File: src/rtl/core/bsmmg_pkg.sv
package bsmmg_pkg;

  localparam int DEF_MAX_VALUES = 1024;
  localparam int VAL_W          = 32;
  localparam int CAP_W          = 11;
  localparam int CNT_OUT_W      = 11;
  localparam int MIN_FOR_SPANS  = 2;

  localparam logic [VAL_W-1:0] SIGN_FLIP = 32'h8000_0000;
  localparam logic [VAL_W-1:0] GAP_INIT  = 32'hFFFF_FFFF;

  typedef enum logic [1:0] {
    ST_IDLE,
    ST_SCAN,
    ST_WRITE,
    ST_DONE
  } state_t;

  typedef struct packed {
    logic                 status;
    logic                 spans_valid;
    logic [VAL_W-1:0]     shortest_span;
    logic [VAL_W-1:0]     longest_span;
    logic [CNT_OUT_W-1:0] stored_count;
  } res_t;

endpackage

File: src/rtl/core/bsmmg_ctrl.sv
module bsmmg_ctrl #(
  parameter int MAX_VALUES = bsmmg_pkg::DEF_MAX_VALUES,
  parameter int AW         = $clog2(MAX_VALUES),
  parameter int CW         = $clog2(MAX_VALUES + 1)
) (
  input  logic                        clk,
  input  logic                        rst_n,
  input  logic                        in_valid,
  output logic                        in_ready,
  input  logic [bsmmg_pkg::VAL_W-1:0] in_value,
  input  logic [CW-1:0]               limit,
  output logic                        res_vld,
  input  logic                        res_take,
  output bsmmg_pkg::res_t             res,
  output logic                        rd_en,
  output logic [AW-1:0]               rd_addr,
  input  logic [bsmmg_pkg::VAL_W-1:0] rd_data,
  output logic                        wr_en,
  output logic [AW-1:0]               wr_addr,
  output logic [bsmmg_pkg::VAL_W-1:0] wr_data
);
  import bsmmg_pkg::*;

  state_t           state_r, state_nxt;
  logic [CW-1:0]    count_r;
  logic [CW-1:0]    scan_idx_r;
  logic [VAL_W-1:0] key_r;
  logic             status_r;
  logic [VAL_W-1:0] smallest_r;
  logic [VAL_W-1:0] largest_r;
  logic [VAL_W-1:0] min_gap_r;
  logic             rd_vld_r;
  logic             diff_vld_r;
  logic [VAL_W-1:0] diff_r;
  logic             accept;
  logic             fits;
  logic             spans_ok;

  assign accept   = in_valid && in_ready;
  assign fits     = count_r < limit;
  assign spans_ok = count_r >= CW'(MIN_FOR_SPANS);

  always_comb begin
    state_nxt = state_r;
    case (state_r)
      ST_IDLE: begin
        if (accept) begin
          if (!fits) begin
            state_nxt = ST_DONE;
          end else if (count_r == '0) begin
            state_nxt = ST_WRITE;
          end else begin
            state_nxt = ST_SCAN;
          end
        end
      end
      ST_SCAN: begin
        if (!rd_en && !rd_vld_r && !diff_vld_r) begin
          state_nxt = ST_WRITE;
        end
      end
      ST_WRITE: state_nxt = ST_DONE;
      ST_DONE: begin
        if (res_take) begin
          state_nxt = ST_IDLE;
        end
      end
      default: state_nxt = ST_IDLE;
    endcase
  end

  always_comb begin
    in_ready = 1'b0;
    rd_en    = 1'b0;
    wr_en    = 1'b0;
    res_vld  = 1'b0;
    case (state_r)
      ST_IDLE:  in_ready = 1'b1;
      ST_SCAN:  rd_en    = scan_idx_r != count_r;
      ST_WRITE: wr_en    = 1'b1;
      ST_DONE:  res_vld  = 1'b1;
      default: begin
        in_ready = 1'b0;
      end
    endcase
  end

  assign rd_addr = scan_idx_r[AW-1:0];
  assign wr_addr = count_r[AW-1:0];
  assign wr_data = key_r;

  always_ff @(posedge clk) begin
    if (!rst_n) begin
      state_r    <= ST_IDLE;
      count_r    <= '0;
      min_gap_r  <= GAP_INIT;
      rd_vld_r   <= 1'b0;
      diff_vld_r <= 1'b0;
      scan_idx_r <= '0;
    end else begin
      state_r    <= state_nxt;
      rd_vld_r   <= rd_en;
      diff_vld_r <= rd_vld_r;
      if (accept) begin
        scan_idx_r <= '0;
      end else if (rd_en) begin
        scan_idx_r <= scan_idx_r + 1'b1;
      end
      if (diff_vld_r && (diff_r < min_gap_r)) begin
        min_gap_r <= diff_r;
      end
      if (wr_en) begin
        count_r <= count_r + 1'b1;
      end
    end
  end

  always_ff @(posedge clk) begin
    if (accept) begin
      key_r    <= in_value ^ SIGN_FLIP;
      status_r <= !fits;
    end
    if (rd_vld_r) begin
      diff_r <= (rd_data > key_r) ? (rd_data - key_r) : (key_r - rd_data);
    end
    if (wr_en) begin
      if (count_r == '0) begin
        smallest_r <= key_r;
        largest_r  <= key_r;
      end else begin
        if (key_r < smallest_r) begin
          smallest_r <= key_r;
        end
        if (key_r > largest_r) begin
          largest_r <= key_r;
        end
      end
    end
  end

  always_comb begin
    res.status        = status_r;
    res.spans_valid   = spans_ok;
    res.shortest_span = spans_ok ? min_gap_r : '0;
    res.longest_span  = spans_ok ? (largest_r - smallest_r) : '0;
    res.stored_count  = CNT_OUT_W'(count_r);
  end

endmodule
File: config.mk
export PLATFORM = sky130hd
export DESIGN_NAME = bsmmg_ctrl
export DESIGN_NICKNAME = d
export VERILOG_FILES = /design/src/rtl/core/bsmmg_pkg.sv /design/src/rtl/core/bsmmg_ctrl.sv
export SDC_FILE = /design/constraint.sdc
export NUM_CORES = 1
export LEC_CHECK = 0
export ABC_AREA = 1
export BUFFER_PORTS_ARGS = -buffer_cell sky130_fd_sc_hd__buf_2
export CORE_MARGIN = 8
export CORE_UTILIZATION = 54
export DETAILED_ROUTE_END_ITERATION = 6
export PLACE_DENSITY_LB_ADDON = 0.08
export SETUP_SLACK_MARGIN = 0.3
export SLEW_MARGIN = 20
export SYNTH_ARGS = -nofsm -noshare
export SYNTH_HDL_FRONTEND = slang
export SYNTH_SLANG_ARGS = --single-unit
File: constraint.sdc
create_clock -name clk -period 3.65 [get_ports clk]
set_clock_uncertainty 0.15 [all_clocks]
set_input_delay 0.1825 -clock clk [delete_from_list [all_inputs] [get_ports clk]]
set_output_delay 0.1825 -clock clk [all_outputs]
set_load 0.01 [all_outputs]
==> impl_metrics.sql, run 1 <==
INSERT INTO impl_metrics (metric_group, metric, value, unit) VALUES
('worst_hold_path', 'worst_hold_path.num_cells', '3', ''),
('yosys', 'number_of_flops_mapped_to_enable_cells_by_yosys', '129', ''),
('clock_tree', 'cts_buffer_depth', '2', ''),
('placed_design', 'placed_cell_area', '17710', 'sq um'),
('setup_path', 'cpMostUsedCell', 'sky130_fd_sc_hd__nand2_1', ''),
('global_routing', 'grt_remaining_overflow', '0', ''),
('setup_path', 'crit_required', '3.82', 'ns'),
('floorplanning', 'placementRows', '64', ''),
('drt', 'route.detailed.vias_per_inst', '5.291', ''),
('sta', 'worst_pin_slew', '0.6491', 'ns'),
('sta', 'fmaxAchievable', '328.7', 'MHz'),
('floorplanning', 'die_w', '190.3', 'um'),
('drt', 'first_pass_iters', '6', ''),
('placed_design', 'globalplace.congestion', '0.9760', ''),
('yosys', 'synth-main-ff-cell', 'sky130_fd_sc_hd__edfxtp_1', ''),
('placed_design', 'io_buffers', '211', ''),
('yosys', 'post_synth_and_or_nand_nor_area_fraction', '0.2990', ''),
('flow_run', 'max_cap_violations', '0', ''),
('setup_path', 'cp_num_buf_inv', '1', ''),
('clock_tree', 'clk-insertion-delay-late', '0.46', 'ns'),
('sta', 'minimum_clock_period_after_layout', '3.043', 'ns'),
('setup_path', 'worst_setup_path_start_kind', 'flip-flop', ''),
('drt', 'drt_first_iter_violations', '1234', ''),
('yosys', 'synth.yosys.warnings', '0', ''),
('setup_path', 'crit_slowest_cell', 'sky130_fd_sc_hd__ha_1', ''),
('sta', 'rsz0062_at_grt', 'false', ''),
('final_layout', 'layout-drive-gt1-share', '0.1125', ''),
('sta', 'final.hold.worst_slack', '0.02875', 'ns'),
('clock_tree', 'cts.root.buffer_cell', 'sky130_fd_sc_hd__clkbuf_16', ''),
('final_layout', 'stdcell_area', '18630', 'sq um'),
('drt', 'postRouteAntennaNets', '0', ''),
('setup_path', 'worstSetupPathType', 'flip-flop to flip-flop', ''),
('drt', 'met3_wirelength', '3688', 'um'),
('global_routing', 'grt_pass1_wl', '79820', 'um'),
('drt', 'routed_wl', '51030', 'um'),
('yosys', 'post_synth.cell_area_avg', '6.900', 'sq um'),
('floorplanning', 'fp.dieArea', '36200', 'sq um'),
('setup_path', 'worst-endpoint-arrival', '3.22', 'ns'),
('sta', 'finalSetupViolCount', '0', ''),
('yosys', 'post_synth_instance_area', '16400', 'sq um'),
('setup_path', 'worst_setup_path_end_kind', 'flip-flop', ''),
('power', 'total_leakage_power', '10.32', 'nW'),
('global_routing', 'first_global_vias', '14831', ''),
('yosys', 'post-synth-top-count-cell', 'sky130_fd_sc_hd__nand2_1', ''),
('drt', 'routed-wl-met2', '23430', 'um'),
('sta', 'hold_viol_final', '0', ''),
('worst_hold_path', 'hp-start', 'rst_n', ''),
('worst_hold_path', 'worst_hold_path.endpoint', 'count_r[7]', ''),
('yosys', 'post_synth_xor_area_fraction', '0.03151', ''),
('yosys', 'synth_top_family_by_area', 'simple AND/OR/NAND/NOR gates', ''),
('setup_path', 'timing.rr.start', 'wr_data[24]', ''),
('sta', 'fin_crit_sh', '0.8336', ''),
('sta', 'slew_headroom', '0.5632', ''),
('floorplanning', 'boundaryPins', '212', ''),
('clock_tree', 'clock_sink_count', '187', ''),
('clock_tree', 'cts_htree_levels', '4', ''),
('yosys', 'ys_top_cells_by_area', 'sky130_fd_sc_hd__edfxtp_1 24%, sky130_fd_sc_hd__nand2_1 17%, sky130_fd_sc_hd__ha_1 16%', ''),
('setup_path', 'cp_slowest_stage_delay', '0.57', 'ns'),
('yosys', 'synth_commonest_cells', '743 x sky130_fd_sc_hd__nand2_1, 385 x sky130_fd_sc_hd__inv_1, 210 x sky130_fd_sc_hd__nor2_1', ''),
('setup_path', 'crit_chain', 'ha_1, nand2_1, nor2_2, nand2_1, nor2_2, nand2_1, nand2_2, nand2_4, inv_2, nand2_1, nand2_1', ''),
('drt', 'post_drt_wl_per_cell', '17.05', 'um'),
('setup_path', 'crit_path_max_fanout', '29', ''),
('worst_hold_path', 'hold_class', 'input port to flip-flop', ''),
('global_routing', 'grt_start_max_net_pins', '41', ''),
('final_layout', 'final.fill_count', '2910', ''),
('drt', 'drt_drc_violations_left', '0', ''),
('final_layout', 'layout.nets', '2871', ''),
('floorplanning', 'placeableCoreArea', '30270', 'sq um'),
('drt', 'num_vias', '15830', ''),
('yosys', 'synth-seq-cells', '187', ''),
('status', 'status', 'finished clean', '');
## power by group
group | switching [W] | internal (W)
clock network | 0.000889 | 0.00108
logic | 0.00457 | 0.00234
registers | 0.000360 | 0.00285
## metrics by stage
| stage | power [W] | utilization | setup WS (ns) | instances |
|---|---|---|---|---|
| 6_report | 0.01209 | 0.6155 | 0.6074 | 2992 |
| 5_1_grt | 0.01307 | 0.6154 | 0.3603 | 2991 |
| 3_5_place_dp | 0.01006 | 0.5850 | 0.6997 | 2928 |
| 3_3_place_gp | 0.009976 | 0.5850 | 0.7154 | 2928 |
| 4_1_cts | 0.01208 | 0.6152 | 0.4341 | 2991 |
| 2_1_floorplan | 0.007786 | - | 0.6600 | 2377 |
## worst min-delay path, delay by kind of cell
family	cells	cell delay, ns
AND/OR/NAND/NOR	1	0.09
buffers and inverters	2	0.31
## state kept, by name (all words and copies together), names as in the netlist
signal and flops:
count_r 11, status_r 1, smallest_r 32, rd_vld_r 1, scan_idx_r 11, min_gap_r 32
diff_r 32, state_r 2, diff_vld_r 1, wr_data 32, largest_r 32
## layout make-up
type | instances | area, sq um | area share
timing repair buffer | 259 | 1521 | 0.08167
clock inverter | 14 | 170.2 | 0.009134
sequential | 187 | 5035 | 0.2702
antenna | 1 | 2.502 | 0.0001343
multi-input combinational | 1726 | 9507 | 0.5103
clock buffer | 17 | 425.4 | 0.02283
tap | 396 | 495.5 | 0.02659
inverter | 392 | 1474 | 0.07911
## how the worst max path moves through the flow
stage                 startpoint            to  slack (ns)  depth (start not counted)
floorplan            wr_data[30]  largest_r[0]        0.66                          9
finish               wr_data[24]    diff_r[27]        0.61                         11
CTS                   count_r[0]       res[19]        0.43                          9
global placement     wr_data[24]    diff_r[23]        0.72                         11
global route        largest_r[0]       res[33]        0.36                         16
detailed placement    wr_data[0]    diff_r[26]        0.70                         15
## cells in the final DEF, fill, tap and decap left out, drive strengths merged, types with 9 or more instances in the layout
cell / count
nand2: 754
nor3: 27
inv: 393
nand4: 20
clkbuf: 17
o21bai: 17
ha: 206
buf: 227
edfxtp: 129
dlygate4sd3: 32
xor2: 45
o21ai: 58
a21oi: 169
xnor2: 14
dfxtp: 58
nand3: 154
nor2: 218
o21a: 9
## per-layer routing
layer,vias to the layer above,global-route usage
met5,-,0
met4,2,0.07100
met3,57,0.04718
met2,557,0.4549
met1,7254,0.3750
li1,7960,-
## cell families (layout without fill, tap and decap cells)
| kind of cell | count (synthesis) | in the layout |
|---|---|---|
| AOI/OAI and AO/OA | 264 | 264 |
| xor gates and xnor gates | 59 | 59 |
| adders and majority gates | 209 | 209 |
| buffers and inverters | 464 | 682 |
| DFF | 187 | 187 |
| other | 0 | 1 |
| and+or+nand+nor | 1194 | 1194 |
## repair_timing
item                                    4_1_cts  5_1_grt
buffers inserted                              0        0
endpoints found under the setup margin        0       21
resized for setup                             0        3
endpoints found under the hold margin        32        0
hold buffers                                 32        0
Power figures use the tool's default switching activity.
==> run 2, diff against run 1 <==
Settings changed: ABC_AREA 1 to 0, CORE_UTILIZATION 54 to 59.
Clock period 3.65 ns to 3.05 ns, I/O delays scaled along.
==> run 2 against run 1 <==
The flow now finishes with violations (setup timing). First-iteration DRC count is 2.5% lower. Global-route usage rose by 2.5 points. Final area up 8.1%. Routed wire length fell by 2.6%. Die area fell by 16%.
==> impl_metrics.sql, run 2 <==
INSERT INTO impl_metrics (metric_group, metric, value, unit) VALUES
('power', 'total_switching_power', '0.006343', 'W'),
('yosys', 'yosysTopAreaCellShare', '0.2632', ''),
('final_layout', 'multiInputGateArea', '9480', 'sq um'),
('sta', 'finalSetupViolCount', '120', ''),
('setup_path', 'worst_setup_path_end_kind', 'primary output', ''),
('sta', 'hold_viol_final', '0', ''),
('status', 'status', 'complete, but fails checks', ''),
('final_layout', 'seqCellArea', '5035', 'sq um'),
('drt', 'num_vias', '14095', ''),
('power', 'pwr-share-seq', '0.237', ''),
('setup_path', 'crit_path_max_fanout', '3', ''),
('setup_path', 'worst_setup_path_start_kind', 'flip-flop', ''),
('yosys', 'synth_commonest_cells', '206 x sky130_fd_sc_hd__ha_1, 199 x sky130_fd_sc_hd__inv_1, 129 x sky130_fd_sc_hd__edfxtp_1', ''),
('power', 'clock_power_share', '0.147', ''),
('clock_tree', 'cts_htree_levels', '4', ''),
('drt', 'postRouteAntennaNets', '0', ''),
('final_layout', 'final.fill_count', '1585', ''),
('yosys', 'ys_top_cells_by_area', 'sky130_fd_sc_hd__edfxtp_1 26%, sky130_fd_sc_hd__ha_1 18%, sky130_fd_sc_hd__dfxtp_1 7.9%', ''),
('power', 'intPower', '0.008772', 'W'),
('global_routing', 'first_global_vias', '14094', ''),
('sta', 'worst_setup_margin', '-0.6703', 'ns'),
('final_layout', 'layout.nets', '2356', ''),
('yosys', 'synth.yosys.warnings', '0', ''),
('yosys', 'number_of_flops_mapped_to_enable_cells_by_yosys', '129', ''),
('clock_tree', 'clock_sink_count', '187', ''),
('final_layout', 'antenna-diode-count', '0', ''),
('final_layout', 'final_cell_count_no_fill', '2411', ''),
('yosys', 'post-synth-top-count-cell', 'sky130_fd_sc_hd__ha_1', ''),
('yosys', 'synth-seq-cells', '187', ''),
('final_layout', 'layout.cells.most_common_list', '212 x sky130_fd_sc_hd__buf_4, 211 x sky130_fd_sc_hd__buf_2, 196 x sky130_fd_sc_hd__inv_1', ''),
('floorplanning', 'placeableCoreArea', '24820', 'sq um'),
('final_layout', 'layout-drive-gt1-share', '0.3167', ''),
('global_routing', 'grt_util_all_layers', '0.3021', ''),
('global_routing', 'grt_pass1_wl', '73680', 'um'),
('final_layout', 'layout_commonest_cell', 'sky130_fd_sc_hd__buf_4', ''),
('power', 'swShare', '0.4197', ''),
('global_routing', 'grt_start_max_net_pins', '64', ''),
('placed_design', 'io_buffers', '211', ''),
('drt', 'first_pass_iters', '5', ''),
('sta', 'rsz0062_at_grt', 'true', ''),
('flow_run', 'max_cap_violations', '0', ''),
('status', 'violations', 'setup timing', ''),
('yosys', 'ys_async_sr_fraction', '0', ''),
('power', 'total_leakage_power', '9.912', 'nW'),
('setup_path', 'worst-endpoint-arrival', '3.42', 'ns'),
('floorplanning', 'placementRows', '58', ''),
('placed_design', 'globalplace.congestion', '0.9578', ''),
('yosys', 'netlist.top_cell.by_area', 'sky130_fd_sc_hd__edfxtp_1', ''),
('clock_tree', 'tritoncts', 'yes', ''),
('drt', 'route.detailed.vias_per_inst', '5.846', ''),
('setup_path', 'r2r.worst_path.cells', '14', ''),
('clock_tree', 'clk-insertion-delay-late', '0.44', 'ns'),
('drt', 'drt_drc_violations_left', '0', ''),
('drt', 'post_drt_wl_per_cell', '20.61', 'um'),
('yosys', 'post_synth.cell_area_avg', '9.125', 'sq um'),
('yosys', 'synth-main-ff-cell', 'sky130_fd_sc_hd__edfxtp_1', ''),
('power', 'irDropWorstVdd', '0.6394', 'mV'),
('setup_path', 'worstSetupPathType', 'flip-flop to primary output', ''),
('placed_design', 'number_of_placed_cells_counting_well_taps', '2272', ''),
('sta', 'timing.final.max_slew_violations', '0', ''),
('yosys', 'post_synth_instance_area', '14720', 'sq um'),
('sta', 'worst_pin_slew', '0.6620', 'ns'),
('sta', 'fin_setup_tns', '-26.48', 'ns'),
('worst_hold_path', 'worst_hold_path.num_cells', '4', ''),
('floorplanning', 'fp.dieArea', '30260', 'sq um'),
('placed_design', 'placed_cell_area', '17520', 'sq um'),
('sta', 'slew_headroom', '0.5587', ''),
('clock_tree', 'tritoncts.num_buffers', '17', ''),
('sta', 'minimum_clock_period_after_layout', '3.720', 'ns'),
('final_layout', 'area_delta_synth_final', '36.82', '%'),
('floorplanning', 'die_h', '174.0', 'um'),
('yosys', 'post_synth_num_cell_types', '68', ''),
('drt', 'drt_first_iter_violations', '1203', ''),
('worst_hold_path', 'hold_class', 'input port to flip-flop', ''),
('sta', 'fin_crit_sh', '1.220', ''),
('global_routing', 'antenna_found_initial', '0', ''),
('floorplanning', 'start_util', '0.5931', ''),
('global_routing', 'grt_remaining_overflow', '0', ''),
('yosys', 'post_synthesis_cells', '1613', ''),
('clock_tree', 'clkTransAtPathRegs', '0.08', 'ns'),
('yosys', 'synth_sequential_area_ratio', '0.3421', ''),
('sta', 'fmaxAchievable', '268.8', 'MHz'),
('clock_tree', 'cts_buffer_depth', '2', ''),
('final_layout', 'stdcell_area', '20140', 'sq um'),
('floorplanning', 'boundaryPins', '212', ''),
('setup_path', 'crit_required', '2.75', 'ns'),
('yosys', 'synthesis.nets', '1901', ''),
('drt', 'routed_wl', '49700', 'um'),
('floorplanning', 'die_w', '174.0', 'um'),
('power', 'p_per_area', '750.5', 'nW/um^2'),
('power', 'power.combinational.fraction', '0.616', ''),
('clock_tree', 'cts.root.buffer_cell', 'sky130_fd_sc_hd__clkbuf_16', ''),
('placed_design', 'detailed_place_hpwl', '34680', 'um'),
('power', 'design_power_total', '0.01512', 'W'),
('placed_design', 'dp_slack', '-0.3912', 'ns');
run 2: cell types whose count changed after synthesis, moves of 22 or more:
cell,delta
sky130_fd_sc_hd__nand3_1,-126
sky130_fd_sc_hd__nor2b_1,+79
sky130_fd_sc_hd__and2_1,+22
sky130_fd_sc_hd__nand2_1,-687
sky130_fd_sc_hd__a21o_1,+88
sky130_fd_sc_hd__mux2i_1,+40
sky130_fd_sc_hd__inv_1,-186
sky130_fd_sc_hd__nor2_1,-86
sky130_fd_sc_hd__xnor2_1,+37
sky130_fd_sc_hd__a21oi_1,-50
run 2: logic make-up (layout without fill, tap and decap cells):
group | count (synthesis) | after routing | synth area share
AO/OA/AOI/OAI | 402 | 402 | 0.1777
adder cells (fa/ha/maj) | 209 | 209 | 0.1792
multiplexers | 43 | 43 | 0.02950
XOR/XNOR | 85 | 85 | 0.05058
AND/OR/NAND/NOR | 410 | 411 | 0.1420
buffers and inverters | 277 | 744 | 0.07905
flip-flops | 187 | 187 | 0.3421
run 2: what timing repair did:
item,4_1_cts,5_1_grt
gates cloned,9,3
setup buffers,40,22
gates resized for setup,127,70
endpoints found under the setup margin,125,155
hold buffers,33,0
pin swaps,74,64
endpoints found under the hold margin,44,0
run 2: path summary, 6_finish.rpt:
path	startpoint	endpoint	slack (ns)
hold / removal	limit[10]	status_r	0.08
setup / recovery	smallest_r[6]	res[40]	-0.67
setup reg to reg	wr_data[0]	diff_r[29]	-0.38
hold reg to reg	min_gap_r[9]	min_gap_r[9]	0.37
run 2: worst max-delay path, cell delays in order (launching register included):
cell and delay (ns):
sky130_fd_sc_hd__edfxtp_1 0.37, sky130_fd_sc_hd__inv_1 0.13, sky130_fd_sc_hd__ha_4 0.32, sky130_fd_sc_hd__nand2_2 0.08, sky130_fd_sc_hd__nor3_2 0.24, sky130_fd_sc_hd__o31ai_2 0.11
sky130_fd_sc_hd__buf_4 0.16, sky130_fd_sc_hd__a21oi_4 0.20, sky130_fd_sc_hd__a41oi_4 0.16, sky130_fd_sc_hd__buf_4 0.18, sky130_fd_sc_hd__o211ai_1 0.34, sky130_fd_sc_hd__nand3_1 0.17
sky130_fd_sc_hd__a21o_1 0.20, sky130_fd_sc_hd__a21oi_2 0.15, sky130_fd_sc_hd__buf_2 0.16
run 2: power groups by stage:
stage,sequential (W),combinational [W],clock (W)
after floorplan,0.00366,0.00437,0
after global placement,0.00358,0.00685,0
after detailed placement,0.00360,0.00699,0
after CTS,0.00355,0.00829,0.00224
after global routing,0.00361,0.00994,0.00233
final,0.00358,0.00931,0.00223
run 2: area by class of cell:
type	count	area share
Multi-Input combinational cell	1150	0.4707
Sequential cell	187	0.2500
Timing Repair Buffer	513	0.1929
Inverter	199	0.03709
Clock buffer	17	0.02112
Tap cell	330	0.02050
Clock inverter	15	0.007642
run 2: stage by stage:
step,hold slack [ns],utilization
floorplan,0.1014,-
global placement,0.1791,0.7060
detailed placement,0.1808,0.7060
CTS,0.05391,0.7877
global route,0.1260,0.8115
finish,0.07724,0.8115
run 2: layer usage:
layer	vias up	share of wire	track usage
met5	-	0	0
met1	6641	0.39	0.3621
li1	6571	-	-
met4	0	0.058	0.1364
met2	689	0.47	0.5173
met3	194	0.080	0.05945
==> run 3, diff against run 2 <==
Settings changed: PLACE_DENSITY set to 0.78, PLACE_DENSITY_LB_ADDON 0.08 to unset.
==> run 3 against run 2 <==
The run still ends with setup timing left. Core utilization increased by 0.74 points. Clock power increased by 3%. First-iteration DRC count increased by 20%. Global-route usage grew 0.48 points. Largest cell class unchanged. Highest routed layer unchanged.
==> impl_metrics.sql, run 3 (synthesis gave the netlist of run 2 again) <==
INSERT INTO impl_metrics (metric_group, metric, value, unit) VALUES
('status', 'status', 'complete, but fails checks', ''),
('clock_tree', 'cts_buffer_depth', '2', ''),
('power', 'total_leakage_power', '10.01', 'nW'),
('final_layout', 'layout.cells.most_common_list', '225 x sky130_fd_sc_hd__buf_4, 211 x sky130_fd_sc_hd__buf_2, 195 x sky130_fd_sc_hd__inv_1', ''),
('drt', 'route.detailed.vias_per_inst', '5.904', ''),
('final_layout', 'seqCellArea', '5035', 'sq um'),
('clock_tree', 'clk-insertion-delay-late', '0.46', 'ns'),
('placed_design', 'io_buffers', '211', ''),
('clock_tree', 'cts_htree_levels', '4', ''),
('sta', 'final.hold.worst_slack', '0.06864', 'ns'),
('global_routing', 'first_global_vias', '14246', ''),
('sta', 'timing.final.max_slew_violations', '0', ''),
('setup_path', 'crit_path_max_fanout', '2', ''),
('global_routing', 'grt_start_max_net_pins', '65', ''),
('sta', 'minimum_clock_period_after_layout', '3.785', 'ns'),
('power', 'design_power_total', '0.01511', 'W'),
('sta', 'fin_crit_sh', '1.241', ''),
('setup_path', 'crit_slowest_cell', 'sky130_fd_sc_hd__edfxtp_1', ''),
('power', 'irDropWorstVdd', '0.5975', 'mV'),
('clock_tree', 'clkTransAtPathRegs', '0.08', 'ns'),
('global_routing', 'grt_pass1_wl', '75010', 'um'),
('drt', 'routed_wl', '50380', 'um'),
('final_layout', 'layout-drive-gt1-share', '0.3252', ''),
('global_routing', 'grt_remaining_overflow', '0', ''),
('sta', 'finalSetupViolCount', '86', ''),
('clock_tree', 'tritoncts.num_buffers', '17', ''),
('sta', 'rsz0062_at_grt', 'true', ''),
('floorplanning', 'placementRows', '58', ''),
('sta', 'worst_pin_slew', '0.6607', 'ns'),
('drt', 'first_pass_iters', '5', ''),
('floorplanning', 'boundaryPins', '212', ''),
('sta', 'fmaxAchievable', '264.2', 'MHz'),
('final_layout', 'layout_commonest_cell', 'sky130_fd_sc_hd__buf_4', ''),
('final_layout', 'final.fill_count', '1539', ''),
('placed_design', 'detailed_place_hpwl', '35230', 'um'),
('final_layout', 'layout.nets', '2369', ''),
('sta', 'slew_headroom', '0.5549', ''),
('sta', 'worst_setup_margin', '-0.7350', 'ns'),
('setup_path', 'worst-endpoint-arrival', '3.48', 'ns'),
('floorplanning', 'start_util', '0.5931', ''),
('clock_tree', 'tritoncts', 'yes', ''),
('setup_path', 'worst_setup_path_end_kind', 'primary output', ''),
('setup_path', 'cp_slowest_stage_delay', '0.40', 'ns'),
('floorplanning', 'die_w', '174.0', 'um'),
('drt', 'num_vias', '14316', ''),
('setup_path', 'worst_setup_path_start_kind', 'flip-flop', ''),
('drt', 'drt_drc_violations_left', '0', ''),
('setup_path', 'crit_required', '2.75', 'ns'),
('final_layout', 'multiInputGateArea', '9582', 'sq um'),
('global_routing', 'grt_util_all_layers', '0.3069', ''),
('placed_design', 'globalplace.congestion', '0.9731', ''),
('clock_tree', 'cts.root.buffer_cell', 'sky130_fd_sc_hd__clkbuf_16', ''),
('drt', 'drt_first_iter_violations', '1439', ''),
('power', 'p_per_area', '743.6', 'nW/um^2'),
('floorplanning', 'placeableCoreArea', '24820', 'sq um'),
('flow_run', 'max_cap_violations', '0', ''),
('drt', 'post_drt_wl_per_cell', '20.77', 'um'),
('clock_tree', 'clock_sink_count', '187', ''),
('setup_path', 'crit_chain', 'inv_2, ha_4, inv_2, fa_2, a211oi_4, nor4_4, o21ai_2, a311oi_2, buf_4, or2_4, a31o_4, a31oi_4, xor2_1, nor2_1, buf_2', ''),
('status', 'violations', 'setup timing', ''),
('floorplanning', 'fp.dieArea', '30260', 'sq um'),
('setup_path', 'cpMostUsedCell', 'sky130_fd_sc_hd__inv_2', ''),
('sta', 'hold_viol_final', '0', ''),
('setup_path', 'worstSetupPathType', 'flip-flop to primary output', ''),
('final_layout', 'area_delta_synth_final', '38.07', '%'),
('floorplanning', 'die_h', '174.0', 'um'),
('sta', 'fin_setup_tns', '-25.30', 'ns'),
('worst_hold_path', 'hold_class', 'input port to flip-flop', ''),
('drt', 'postRouteAntennaNets', '0', ''),
('placed_design', 'number_of_placed_cells_counting_well_taps', '2293', ''),
('final_layout', 'final_util', '0.8189', ''),
('final_layout', 'final_cell_count_no_fill', '2425', ''),
('global_routing', 'antenna_found_initial', '0', '');
==> run 3: changes by cell type in the layout (fill, tap and decap cells not counted), moves of 3 or more <==
cell,delta
sky130_fd_sc_hd__nand2_1,+4
sky130_fd_sc_hd__o21ai_2,-7
sky130_fd_sc_hd__inv_4,+3
sky130_fd_sc_hd__or3_4,+3
sky130_fd_sc_hd__or3_1,-3
sky130_fd_sc_hd__o21ai_1,+3
sky130_fd_sc_hd__nand2_4,-3
sky130_fd_sc_hd__buf_4,+13
==> run 3: path summary, 6_finish.rpt <==
check	from	endpoint	slack (ns)	depth (start not counted)
worst max-delay path	largest_r[0]	res[37]	-0.74	15
worst min register to register	min_gap_r[31]	min_gap_r[31]	0.37	2
worst max register to register	wr_data[0]	diff_r[24]	-0.37	12
worst min-delay path	limit[10]	status_r	0.07	4
==> run 3: what timing repair did <==
item                                   in CTS  in global routing
cloned                                     11                  2
setup endpoints to repair                 152                190
setup buffers                              35                 18
resized for setup                         144                 74
pin swaps                                  61                 55
endpoints found under the hold margin      44                  0
hold buffers                               33                  0
==> run 3: worst max-delay path: cells and delay by family (launching register included) <==
family	cells	cell delay [ns]
AOI/OAI and AO/OA	5	1.13
adders and majority gates	2	0.51
buffers and inverters	4	0.45
DFF	1	0.40
and+or+nand+nor	3	0.38
xor gates and xnor gates	1	0.16
==> run 3: power by group <==
part / internal, W / switching, W
registers: 0.00334 / 0.000217
logic: 0.00423 / 0.00504
clock network: 0.00116 / 0.00113
==> run 3: layer usage <==
layer | wire length, um | up-vias | track usage
met1 | 20030 | 6806 | 0.3725
met5 | 0 | - | 0
met4 | 2326 | 0 | 0.1243
met3 | 3578 | 155 | 0.04925
li1 | - | 6604 | -
met2 | 24450 | 751 | 0.5348
==> run 3: cell type report <==
class,instances,share of cell area
antenna,1,0.0001231
clock buffer,19,0.02284
clock inverter,13,0.006033
inverter,199,0.03688
multi-input combinational,1150,0.4715
sequential,187,0.2477
tap,330,0.02032
timing repair buffer,526,0.1946
==> run 3: through the flow <==
step | setup WS, ns | instance area [sq um]
6_report | -0.7350 | 20320
5_1_grt | -0.8149 | 20320
4_1_cts | -0.5127 | 19760
3_5_place_dp | -0.3953 | 17660
3_3_place_gp | -0.2652 | 17660
2_1_floorplan | -0.2673 | 14940
